--- src/hw/rtl/fdc_pkg.sv ---
// Shared constants and controller/datapath interface types of the FIR convolution core.
package fdc_pkg;

  localparam int unsigned MAX_TAPS    = 64;
  localparam int unsigned SAMPLE_BITS = 16;

  localparam int unsigned FRAC_BITS   = SAMPLE_BITS - 1;
  localparam int unsigned IDX_W       = (MAX_TAPS > 1) ? $clog2(MAX_TAPS) : 1;
  localparam int unsigned CNT_W       = $clog2(MAX_TAPS + 1);
  localparam int unsigned PROD_W      = 2 * SAMPLE_BITS;
  localparam int unsigned ACC_W       = PROD_W + IDX_W;

  localparam int unsigned TAP_CNT_W   = 7;
  localparam int unsigned COEF_IDX_W  = 6;
  localparam logic [TAP_CNT_W-1:0] TAP_CNT_RESET = TAP_CNT_W'(64);

  localparam logic REQ_SAMPLE = 1'b0;
  localparam logic REQ_COEF   = 1'b1;

  typedef struct packed {
    logic             sample_start;
    logic             coef_wr;
    logic             issue;
    logic [IDX_W-1:0] tap_idx;
    logic             finish;
  } ctrl_cmd_t;

  typedef struct packed {
    logic out_free;
  } dp_status_t;

endpackage

--- src/hw/rtl/fir_direct_convolution_core.sv ---
// Top level of the direct-form FIR convolution core.
// A coefficient transfer is written at acceptance and yields no result; a sample transfer
// steps through N taps, then drain, accumulate and done, into the output register; N is
// the tap count in use (capped at the store depth), since one shared multiply-accumulate
// unit reads one tap per cycle from the delay-line and coefficient RAMs.
// One coefficient is taken every cycle while idle; no item is taken while a sample is in
// progress, and a sample takes longer while the previous result waits on a stalled output.
// Reset is asynchronous and active low; it empties both stores (via per-entry valid bits)
// and the output register, and sets the tap count to 64. No clearing pass is needed.
module fir_direct_convolution_core (
  input  logic                                   clk_i,
  input  logic                                   rst_ni,
  // Input item channel.
  input  logic                                   in_valid_i,
  output logic                                   in_stall_o,
  input  logic                                   req_type_i,
  input  logic signed [fdc_pkg::SAMPLE_BITS-1:0] sample_in_i,
  input  logic [fdc_pkg::COEF_IDX_W-1:0]         coef_index_i,
  input  logic signed [fdc_pkg::SAMPLE_BITS-1:0] coef_value_i,
  // Result channel.
  output logic                                   out_valid_o,
  input  logic                                   out_stall_i,
  output logic signed [fdc_pkg::SAMPLE_BITS-1:0] sample_out_o,
  // Tap count register write channel.
  input  logic                                   cfg_valid_i,
  output logic                                   cfg_ready_o,
  input  logic [fdc_pkg::TAP_CNT_W-1:0]          cfg_tap_count_i
);

  // The controller accepts one item at a time. A coefficient transfer is written into
  // the coefficient RAM directly at acceptance. A sample transfer is written into the
  // delay line at the newest position, then the controller steps a tap index through
  // the taps while the datapath reads both RAMs, multiplies and accumulates.
  fdc_pkg::ctrl_cmd_t  cmd;
  fdc_pkg::dp_status_t status;

  fdc_ctrl u_ctrl (
    .clk_i           (clk_i),
    .rst_ni          (rst_ni),
    .in_valid_i      (in_valid_i),
    .in_stall_o      (in_stall_o),
    .req_type_i      (req_type_i),
    .cfg_valid_i     (cfg_valid_i),
    .cfg_ready_o     (cfg_ready_o),
    .cfg_tap_count_i (cfg_tap_count_i),
    .cmd_o           (cmd),
    .status_i        (status)
  );

  // The datapath keeps the finished result in its output register, so a new item is
  // taken while an earlier result still waits; the controller holds only the final
  // load step until that register is free.
  fdc_dp u_dp (
    .clk_i        (clk_i),
    .rst_ni       (rst_ni),
    .cmd_i        (cmd),
    .status_o     (status),
    .sample_in_i  (sample_in_i),
    .coef_index_i (coef_index_i),
    .coef_value_i (coef_value_i),
    .out_valid_o  (out_valid_o),
    .out_stall_i  (out_stall_i),
    .sample_out_o (sample_out_o)
  );

endmodule

--- src/hw/rtl/fdc_ram.sv ---
// Generic single-write, single-read RAM with a registered read port.
module fdc_ram #(
  parameter int unsigned Width = 16,
  parameter int unsigned Depth = 64
) (
  input  logic                             clk_i,
  input  logic                             we_i,
  input  logic [$clog2(Depth > 1 ? Depth : 2)-1:0] waddr_i,
  input  logic [Width-1:0]                 wdata_i,
  input  logic                             re_i,
  input  logic [$clog2(Depth > 1 ? Depth : 2)-1:0] raddr_i,
  output logic [Width-1:0]                 rdata_o
);

  logic [Width-1:0] mem_q [Depth];
  logic [Width-1:0] rdata_q;

  always_ff @(posedge clk_i) begin
    if (we_i) begin
      mem_q[waddr_i] <= wdata_i;
    end
    if (re_i) begin
      rdata_q <= mem_q[raddr_i];
    end
  end

  assign rdata_o = rdata_q;

endmodule

--- src/hw/rtl/fdc_ctrl.sv ---
// Sequencing state machine of the FIR convolution core.
module fdc_ctrl (
  input  logic                          clk_i,
  input  logic                          rst_ni,
  input  logic                          in_valid_i,
  output logic                          in_stall_o,
  input  logic                          req_type_i,
  input  logic                          cfg_valid_i,
  output logic                          cfg_ready_o,
  input  logic [fdc_pkg::TAP_CNT_W-1:0] cfg_tap_count_i,
  output fdc_pkg::ctrl_cmd_t            cmd_o,
  input  fdc_pkg::dp_status_t           status_i
);

  localparam logic [2:0] StIdle  = 3'd0;
  localparam logic [2:0] StRun   = 3'd1;
  localparam logic [2:0] StDrain = 3'd2;
  localparam logic [2:0] StAcc   = 3'd3;
  localparam logic [2:0] StDone  = 3'd4;

  logic [2:0]                    state_q, state_d;
  logic [fdc_pkg::CNT_W-1:0]     cnt_q, cnt_d;
  logic [fdc_pkg::TAP_CNT_W-1:0] tap_count_q;
  logic [fdc_pkg::CNT_W-1:0]     taps_used;
  logic                          accept;

  assign cfg_ready_o = 1'b1;
  assign in_stall_o  = (state_q != StIdle);
  assign accept      = in_valid_i && !in_stall_o;

  // A tap count above the store depth runs over the whole store.
  always_comb begin
    if (int'(tap_count_q) > int'(fdc_pkg::MAX_TAPS)) begin
      taps_used = fdc_pkg::CNT_W'(fdc_pkg::MAX_TAPS);
    end else begin
      taps_used = fdc_pkg::CNT_W'(tap_count_q);
    end
  end

  always_comb begin
    state_d              = state_q;
    cnt_d                = cnt_q;
    cmd_o.sample_start   = 1'b0;
    cmd_o.coef_wr        = 1'b0;
    cmd_o.issue          = 1'b0;
    cmd_o.tap_idx        = cnt_q[fdc_pkg::IDX_W-1:0];
    cmd_o.finish         = 1'b0;
    case (state_q)
      StIdle: begin
        if (accept) begin
          if (req_type_i == fdc_pkg::REQ_COEF) begin
            cmd_o.coef_wr = 1'b1;
          end else begin
            cmd_o.sample_start = 1'b1;
            cnt_d              = '0;
            state_d            = (taps_used == '0) ? StDrain : StRun;
          end
        end
      end
      StRun: begin
        cmd_o.issue = 1'b1;
        cnt_d       = cnt_q + 1'b1;
        if (cnt_q + 1'b1 == taps_used) begin
          state_d = StDrain;
        end
      end
      StDrain: begin
        state_d = StAcc;
      end
      StAcc: begin
        state_d = StDone;
      end
      StDone: begin
        if (status_i.out_free) begin
          cmd_o.finish = 1'b1;
          state_d      = StIdle;
        end
      end
      default: begin
        state_d = StIdle;
      end
    endcase
  end

  always_ff @(posedge clk_i or negedge rst_ni) begin
    if (!rst_ni) begin
      state_q     <= StIdle;
      cnt_q       <= '0;
      tap_count_q <= fdc_pkg::TAP_CNT_RESET;
    end else begin
      state_q <= state_d;
      cnt_q   <= cnt_d;
      if (cfg_valid_i && cfg_ready_o) begin
        tap_count_q <= cfg_tap_count_i;
      end
    end
  end

endmodule

--- src/hw/rtl/fdc_dp.sv ---
// Datapath of the FIR convolution core: stores, multiply-accumulate and output register.
module fdc_dp (
  input  logic                                  clk_i,
  input  logic                                  rst_ni,
  input  fdc_pkg::ctrl_cmd_t                    cmd_i,
  output fdc_pkg::dp_status_t                   status_o,
  input  logic signed [fdc_pkg::SAMPLE_BITS-1:0] sample_in_i,
  input  logic [fdc_pkg::COEF_IDX_W-1:0]         coef_index_i,
  input  logic signed [fdc_pkg::SAMPLE_BITS-1:0] coef_value_i,
  output logic                                  out_valid_o,
  input  logic                                  out_stall_i,
  output logic signed [fdc_pkg::SAMPLE_BITS-1:0] sample_out_o
);

  localparam int unsigned SB    = fdc_pkg::SAMPLE_BITS;
  localparam int unsigned IW    = fdc_pkg::IDX_W;
  localparam int unsigned AW    = fdc_pkg::ACC_W;
  localparam int unsigned PW    = fdc_pkg::PROD_W;
  localparam int unsigned Depth = fdc_pkg::MAX_TAPS;

  localparam logic signed [AW-1:0] SatHi = {{(AW-SB+1){1'b0}}, {(SB-1){1'b1}}};
  localparam logic signed [AW-1:0] SatLo = ~SatHi;

  logic [IW-1:0]          pos_q;
  logic [Depth-1:0]       dly_vld_q;
  logic [Depth-1:0]       coef_vld_q;
  logic [IW:0]            addr_sum;
  logic [IW-1:0]          dly_raddr;
  logic [IW-1:0]          coef_waddr;
  logic                   coef_in_range;
  logic [SB-1:0]          dly_rdata;
  logic [SB-1:0]          coef_rdata;
  logic                   rd_vld_q;
  logic                   dly_ok_q;
  logic                   coef_ok_q;
  logic signed [SB-1:0]   op_x;
  logic signed [SB-1:0]   op_h;
  logic                   prod_vld_q;
  logic signed [PW-1:0]   prod_q;
  logic signed [AW-1:0]   acc_q;
  logic signed [AW-1:0]   shifted;
  logic signed [SB-1:0]   sat;
  logic                   out_valid_q;
  logic signed [SB-1:0]   out_q;

  // Slot of x[n-i] is the newest position plus the tap index, modulo the depth.
  assign addr_sum = {1'b0, pos_q} + {1'b0, cmd_i.tap_idx};
  always_comb begin
    if (int'(addr_sum) >= int'(Depth)) begin
      dly_raddr = IW'(int'(addr_sum) - int'(Depth));
    end else begin
      dly_raddr = addr_sum[IW-1:0];
    end
  end

  assign coef_waddr    = IW'(coef_index_i);
  assign coef_in_range = int'(coef_index_i) < int'(Depth);

  fdc_ram #(.Width(SB), .Depth(Depth)) u_dly_ram (
    .clk_i   (clk_i),
    .we_i    (cmd_i.sample_start),
    .waddr_i (pos_q),
    .wdata_i (sample_in_i),
    .re_i    (cmd_i.issue),
    .raddr_i (dly_raddr),
    .rdata_o (dly_rdata)
  );

  fdc_ram #(.Width(SB), .Depth(Depth)) u_coef_ram (
    .clk_i   (clk_i),
    .we_i    (cmd_i.coef_wr && coef_in_range),
    .waddr_i (coef_waddr),
    .wdata_i (coef_value_i),
    .re_i    (cmd_i.issue),
    .raddr_i (cmd_i.tap_idx),
    .rdata_o (coef_rdata)
  );

  // Entries never written since reset read as zero.
  assign op_x = dly_ok_q  ? $signed(dly_rdata)  : '0;
  assign op_h = coef_ok_q ? $signed(coef_rdata) : '0;

  assign shifted = acc_q >>> fdc_pkg::FRAC_BITS;
  always_comb begin
    if (shifted > SatHi) begin
      sat = SatHi[SB-1:0];
    end else if (shifted < SatLo) begin
      sat = SatLo[SB-1:0];
    end else begin
      sat = shifted[SB-1:0];
    end
  end

  always_ff @(posedge clk_i or negedge rst_ni) begin
    if (!rst_ni) begin
      pos_q       <= '0;
      dly_vld_q   <= '0;
      coef_vld_q  <= '0;
      rd_vld_q    <= 1'b0;
      prod_vld_q  <= 1'b0;
      out_valid_q <= 1'b0;
    end else begin
      rd_vld_q   <= cmd_i.issue;
      prod_vld_q <= rd_vld_q;
      if (cmd_i.sample_start) begin
        dly_vld_q[pos_q] <= 1'b1;
      end
      if (cmd_i.coef_wr && coef_in_range) begin
        coef_vld_q[coef_waddr] <= 1'b1;
      end
      if (cmd_i.finish) begin
        pos_q       <= (pos_q == '0) ? IW'(Depth - 1) : pos_q - 1'b1;
        out_valid_q <= 1'b1;
      end else if (!out_stall_i) begin
        out_valid_q <= 1'b0;
      end
    end
  end

  always_ff @(posedge clk_i) begin
    if (cmd_i.issue) begin
      dly_ok_q  <= dly_vld_q[dly_raddr];
      coef_ok_q <= coef_vld_q[cmd_i.tap_idx];
    end
    if (rd_vld_q) begin
      prod_q <= op_x * op_h;
    end
    if (cmd_i.sample_start) begin
      acc_q <= '0;
    end else if (prod_vld_q) begin
      acc_q <= acc_q + {{(AW-PW){prod_q[PW-1]}}, prod_q};
    end
    if (cmd_i.finish) begin
      out_q <= sat;
    end
  end

  assign status_o.out_free = !out_valid_q || !out_stall_i;
  assign out_valid_o       = out_valid_q;
  assign sample_out_o      = out_q;

endmodule
--- config.mk ---
export PLATFORM = sky130hd
export DESIGN_NAME = fir_direct_convolution_core
export DESIGN_NICKNAME = d
export VERILOG_FILES = /design/src/hw/rtl/fdc_pkg.sv /design/src/hw/rtl/fir_direct_convolution_core.sv /design/src/hw/rtl/fdc_ram.sv /design/src/hw/rtl/fdc_ctrl.sv /design/src/hw/rtl/fdc_dp.sv
export SDC_FILE = /design/constraint.sdc
export NUM_CORES = 2
export LEC_CHECK = 0
export ABC_AREA = 1
export ABC_CLOCK_PERIOD_IN_PS = 7950
export BUFFER_PORTS_ARGS = -buffer_cell sky130_fd_sc_hd__buf_4
export CAP_MARGIN = 20
export CORE_ASPECT_RATIO = 2
export CORE_UTILIZATION = 55
export CTS_CLUSTER_DIAMETER = 60
export DETAILED_ROUTE_END_ITERATION = 10
export GPL_TIMING_DRIVEN = 0
export PLACE_DENSITY = 0.71
export SYNTH_ARGS = -nofsm -noshare
export SYNTH_HDL_FRONTEND = slang
export SYNTH_SLANG_ARGS = --single-unit
--- constraint.sdc ---
create_clock -name clk_i -period 7.95 [get_ports clk_i]
set_input_delay 1.1925 -clock clk_i [delete_from_list [all_inputs] [get_ports clk_i]]
set_output_delay 1.1925 -clock clk_i [all_outputs]
set_load 0.005 [all_outputs]
==> results.md <==
- Max Fclk: around 140 MHz
- Post-CTS Repair Setup Buffers: 0
- Met3 Use GR: 7.18%
- CTS tree: built
- Pre-CTS WS: approximately 600 ps
- Synth-to-Final Area Change: 12.9%
- Die W: 309 um
- Synth Cell Area: 0.104 mm2
- Port Buffers: 67
- Crit-path max FO: 10
- Total GRT Usage: 40.2%
- Dominant synthesized flop cell: edfxtp_1
- Initial DRC count: 8595
- Clk root buf: clkbuf_16
- Met2 Use GR: 69.4%
- Fin crit period: 7380 ps
- CTS buffer count: just over 200
- Met1 usage: 38.8%
- Setup Skew: between 100 and 150 ps
- Grt peak-use layer: met2
- Status: finished, final reports clean
- Hold slack: 240 ps
- Distinct cell type count after synthesis: 48
- Final WL: ~380 mm
- Synthesis-stage register bit count: between 2k and 2.5k
- Post-route DRC: 0
- Post-CTS Resized: 0
- Largest net degree at the start of global routing: 111
- First-pass GRT wire length: between 500 and 600 mm
- Vias/cell: about 6.4
- Max-slew headroom: 11.4%
- Die H: just over 600 um
- Hold crit path type: in2async
- Post-DRT Antenna Nets: 0
- Rows: approximately 230
- Data required, critical path: 8500 ps
- Worst skew pair latency: 910 ps
- Initial core utilization: between 50 and 60%
- Fin crit share: 92.9%
- DR WL/cell: about 32 um
- Setup TNS: 0 ps
- Syn_nets: 9220
- Core area: 0.187 mm2
- Gpl congestion: approximately 1.1
- Startpoint types: flop
- Post-synth EDFFs: around 2.1k
- Total of max-cap violations: 0
- R2r setup slk: 570 ps
- Critical setup path kind: reg2reg
- Worst EP arrival: 7930 ps
- Initial antenna violation count: 14
- CTS clk-pin slew, worst paths: 70 ps
- CP endpoint kind: flop
- CTS sink cnt: 2322
- Hold_buf cts: 0
- Ys Warns: 0
- Congestion Overflow GR: 0
- Final setup vio count: 0
- RSZ-0062 raised after global routing: no
- Final-report hold violation count: 0
- Seq/Total Area, Yosys: 66.1%
- Least-Margin Pin Slew: 1310 ps
- Final Core Density: a little over three fifths
- Post-Synthesis Cells: 8779
- Final setup margin: 565 ps
- Nets: 9641
- Die footprint: approximately 0.19 mm2
- Share of flip-flops with an asynchronous set or reset: 6.63%
- Layout cells sized above 1: under 10%
- Number of global-route vias before repair: roughly 76k
- Drt pass-1 iters: 9
- DP HPWL: 274 mm
- Via Count: 75.8k
- Slew Viols, Final: 0
- I/O pin count: 70
- Mean Syn Cell Area: 11.8 um2
- H-tree depth: 4
- Maximum clock path buffer count: 4
==> synthesized netlist by cell type (all sizes together), types with 38 or more instances <==
master | count | share of area [%]
a21oi | 237 | 1.1
buf | 178 | 0.84
clkbuf | 347 | 1.3
dfrtp | 153 | 3.7
dfxtp | 38 | 0.73
edfxtp | 2130 | 62
fa | 264 | 5.1
ha | 126 | 1.5
inv | 591 | 2.1
nand2 | 697 | 2.5
nand3 | 376 | 1.8
nor2 | 1526 | 5.5
o21ai | 1358 | 6.6
o221ai | 260 | 2.2
o22ai | 261 | 1.6
or2 | 84 | 0.51
xor2 | 43 | 0.38
==> final timing paths <==
check	from	endpoint	cells after the start
worst min register to register	u_dp.dly_vld_q[2]	u_dp.dly_vld_q[2]	2
worst max-delay path	u_dp.coef_ok_q	u_dp.prod_q[31]	22
worst max register to register	u_dp.coef_ok_q	u_dp.prod_q[31]	22
max in group asynchronous	rst_ni	u_dp.rd_vld_q	2
worst min-delay path	rst_ni	u_dp.coef_vld_q[58]	1
min in group clk_i	u_dp.dly_vld_q[2]	u_dp.dly_vld_q[2]	2
==> cell families after synthesis <==
| group | count (synthesis) | synth area share, % |
|---|---|---|
| and+or+nand+nor | 2725 | 10.7 |
| adders and majority gates | 390 | 6.62 |
| muxes | 3 | 0.0326 |
| AOI/OAI and AO/OA | 2153 | 11.7 |
| other | 1 | 0.00362 |
| DFF | 2322 | 66.1 |
| buffers and inverters | 1123 | 4.26 |
| xor gates and xnor gates | 62 | 0.558 |
==> sequential cells by signal, indices dropped and copies added, names as in the netlist <==
register / cells
u_ctrl.cnt_q: 7
u_dp.pos_q: 6
u_dp.out_valid_o: 1
u_dp.prod_vld_q: 1
u_dp.u_coef_ram.mem_q: 1024
u_dp.sample_out_o: 16
u_dp.dly_ok_q: 1
u_dp.rd_vld_q: 1
u_dp.u_dly_ram.rdata_o: 16
u_dp.coef_ok_q: 1
u_dp.u_coef_ram.rdata_o: 16
u_ctrl.tap_count_q: 7
u_dp.prod_q: 32
u_dp.u_dly_ram.mem_q: 1024
u_dp.coef_vld_q: 64
u_dp.dly_vld_q: 64
u_dp.acc_q: 38
u_ctrl.state_q: 3
==> cell usage in the layout, fill, tap and decap left out, drive strengths merged, types with 74 or more instances in the layout <==
cell type / instances
edfxtp: 2130
nor2: 1526
o21ai: 1358
nand2: 697
inv: 595
clkbuf: 595
buf: 391
nand3: 376
fa: 264
o22ai: 261
o221ai: 260
a21oi: 237
dfrtp: 153
ha: 126
or2: 84
clkinv: 74
==> critical path: stages, from the launching register on <==
cell,delay (ps)
edfxtp_1,360
clkbuf_1,370
clkbuf_1,380
nand2_1,450
nor2_1,420
fa_1,600
fa_1,860
fa_1,520
fa_1,500
fa_1,500
inv_1,50
fa_1,470
inv_1,40
ha_1,360
nand2_1,120
inv_1,70
nand2_1,60
nor3_1,240
nand4_1,140
nand3_1,210
nand3_1,100
nand2_1,120
xnor2_1,120
==> through the flow <==
stage	std cells	instance area, um2
6_report	11900	117000
5_1_grt	11900	117000
4_1_cts	11800	117000
3_5_place_dp	11500	110000
3_3_place_gp	11300	107000
2_1_floorplan	8779	104000
==> routing by layer <==
layer  part of all wire, %  vias up  wire length (um)
li1                      -    32100                 -
met2                    50     4777            193000
met4                    13       10             48400
met3                   7.5     1664             28700
met5                 0.020        -                75
met1                    29    37200            112000
==> area by class of cell <==
| cell class | count | area [um2] |
|---|---|---|
| Tap cell | 2497 | 3120 |
| Multi-Input combinational cell | 5334 | 31100 |
| Buffer | 525 | 2180 |
| Timing Repair Buffer | 217 | 3050 |
| Inverter | 598 | 2240 |
| Antenna cell | 9 | 22.5 |
| Sequential cell | 2322 | 68600 |
| Fill cell | 14700 | 70400 |
| Clock buffer | 245 | 5330 |
| Clock inverter | 120 | 1500 |
Power is not shown: default switching activity piles up to over one toggle a cycle in this logic, so the estimate is an artifact.
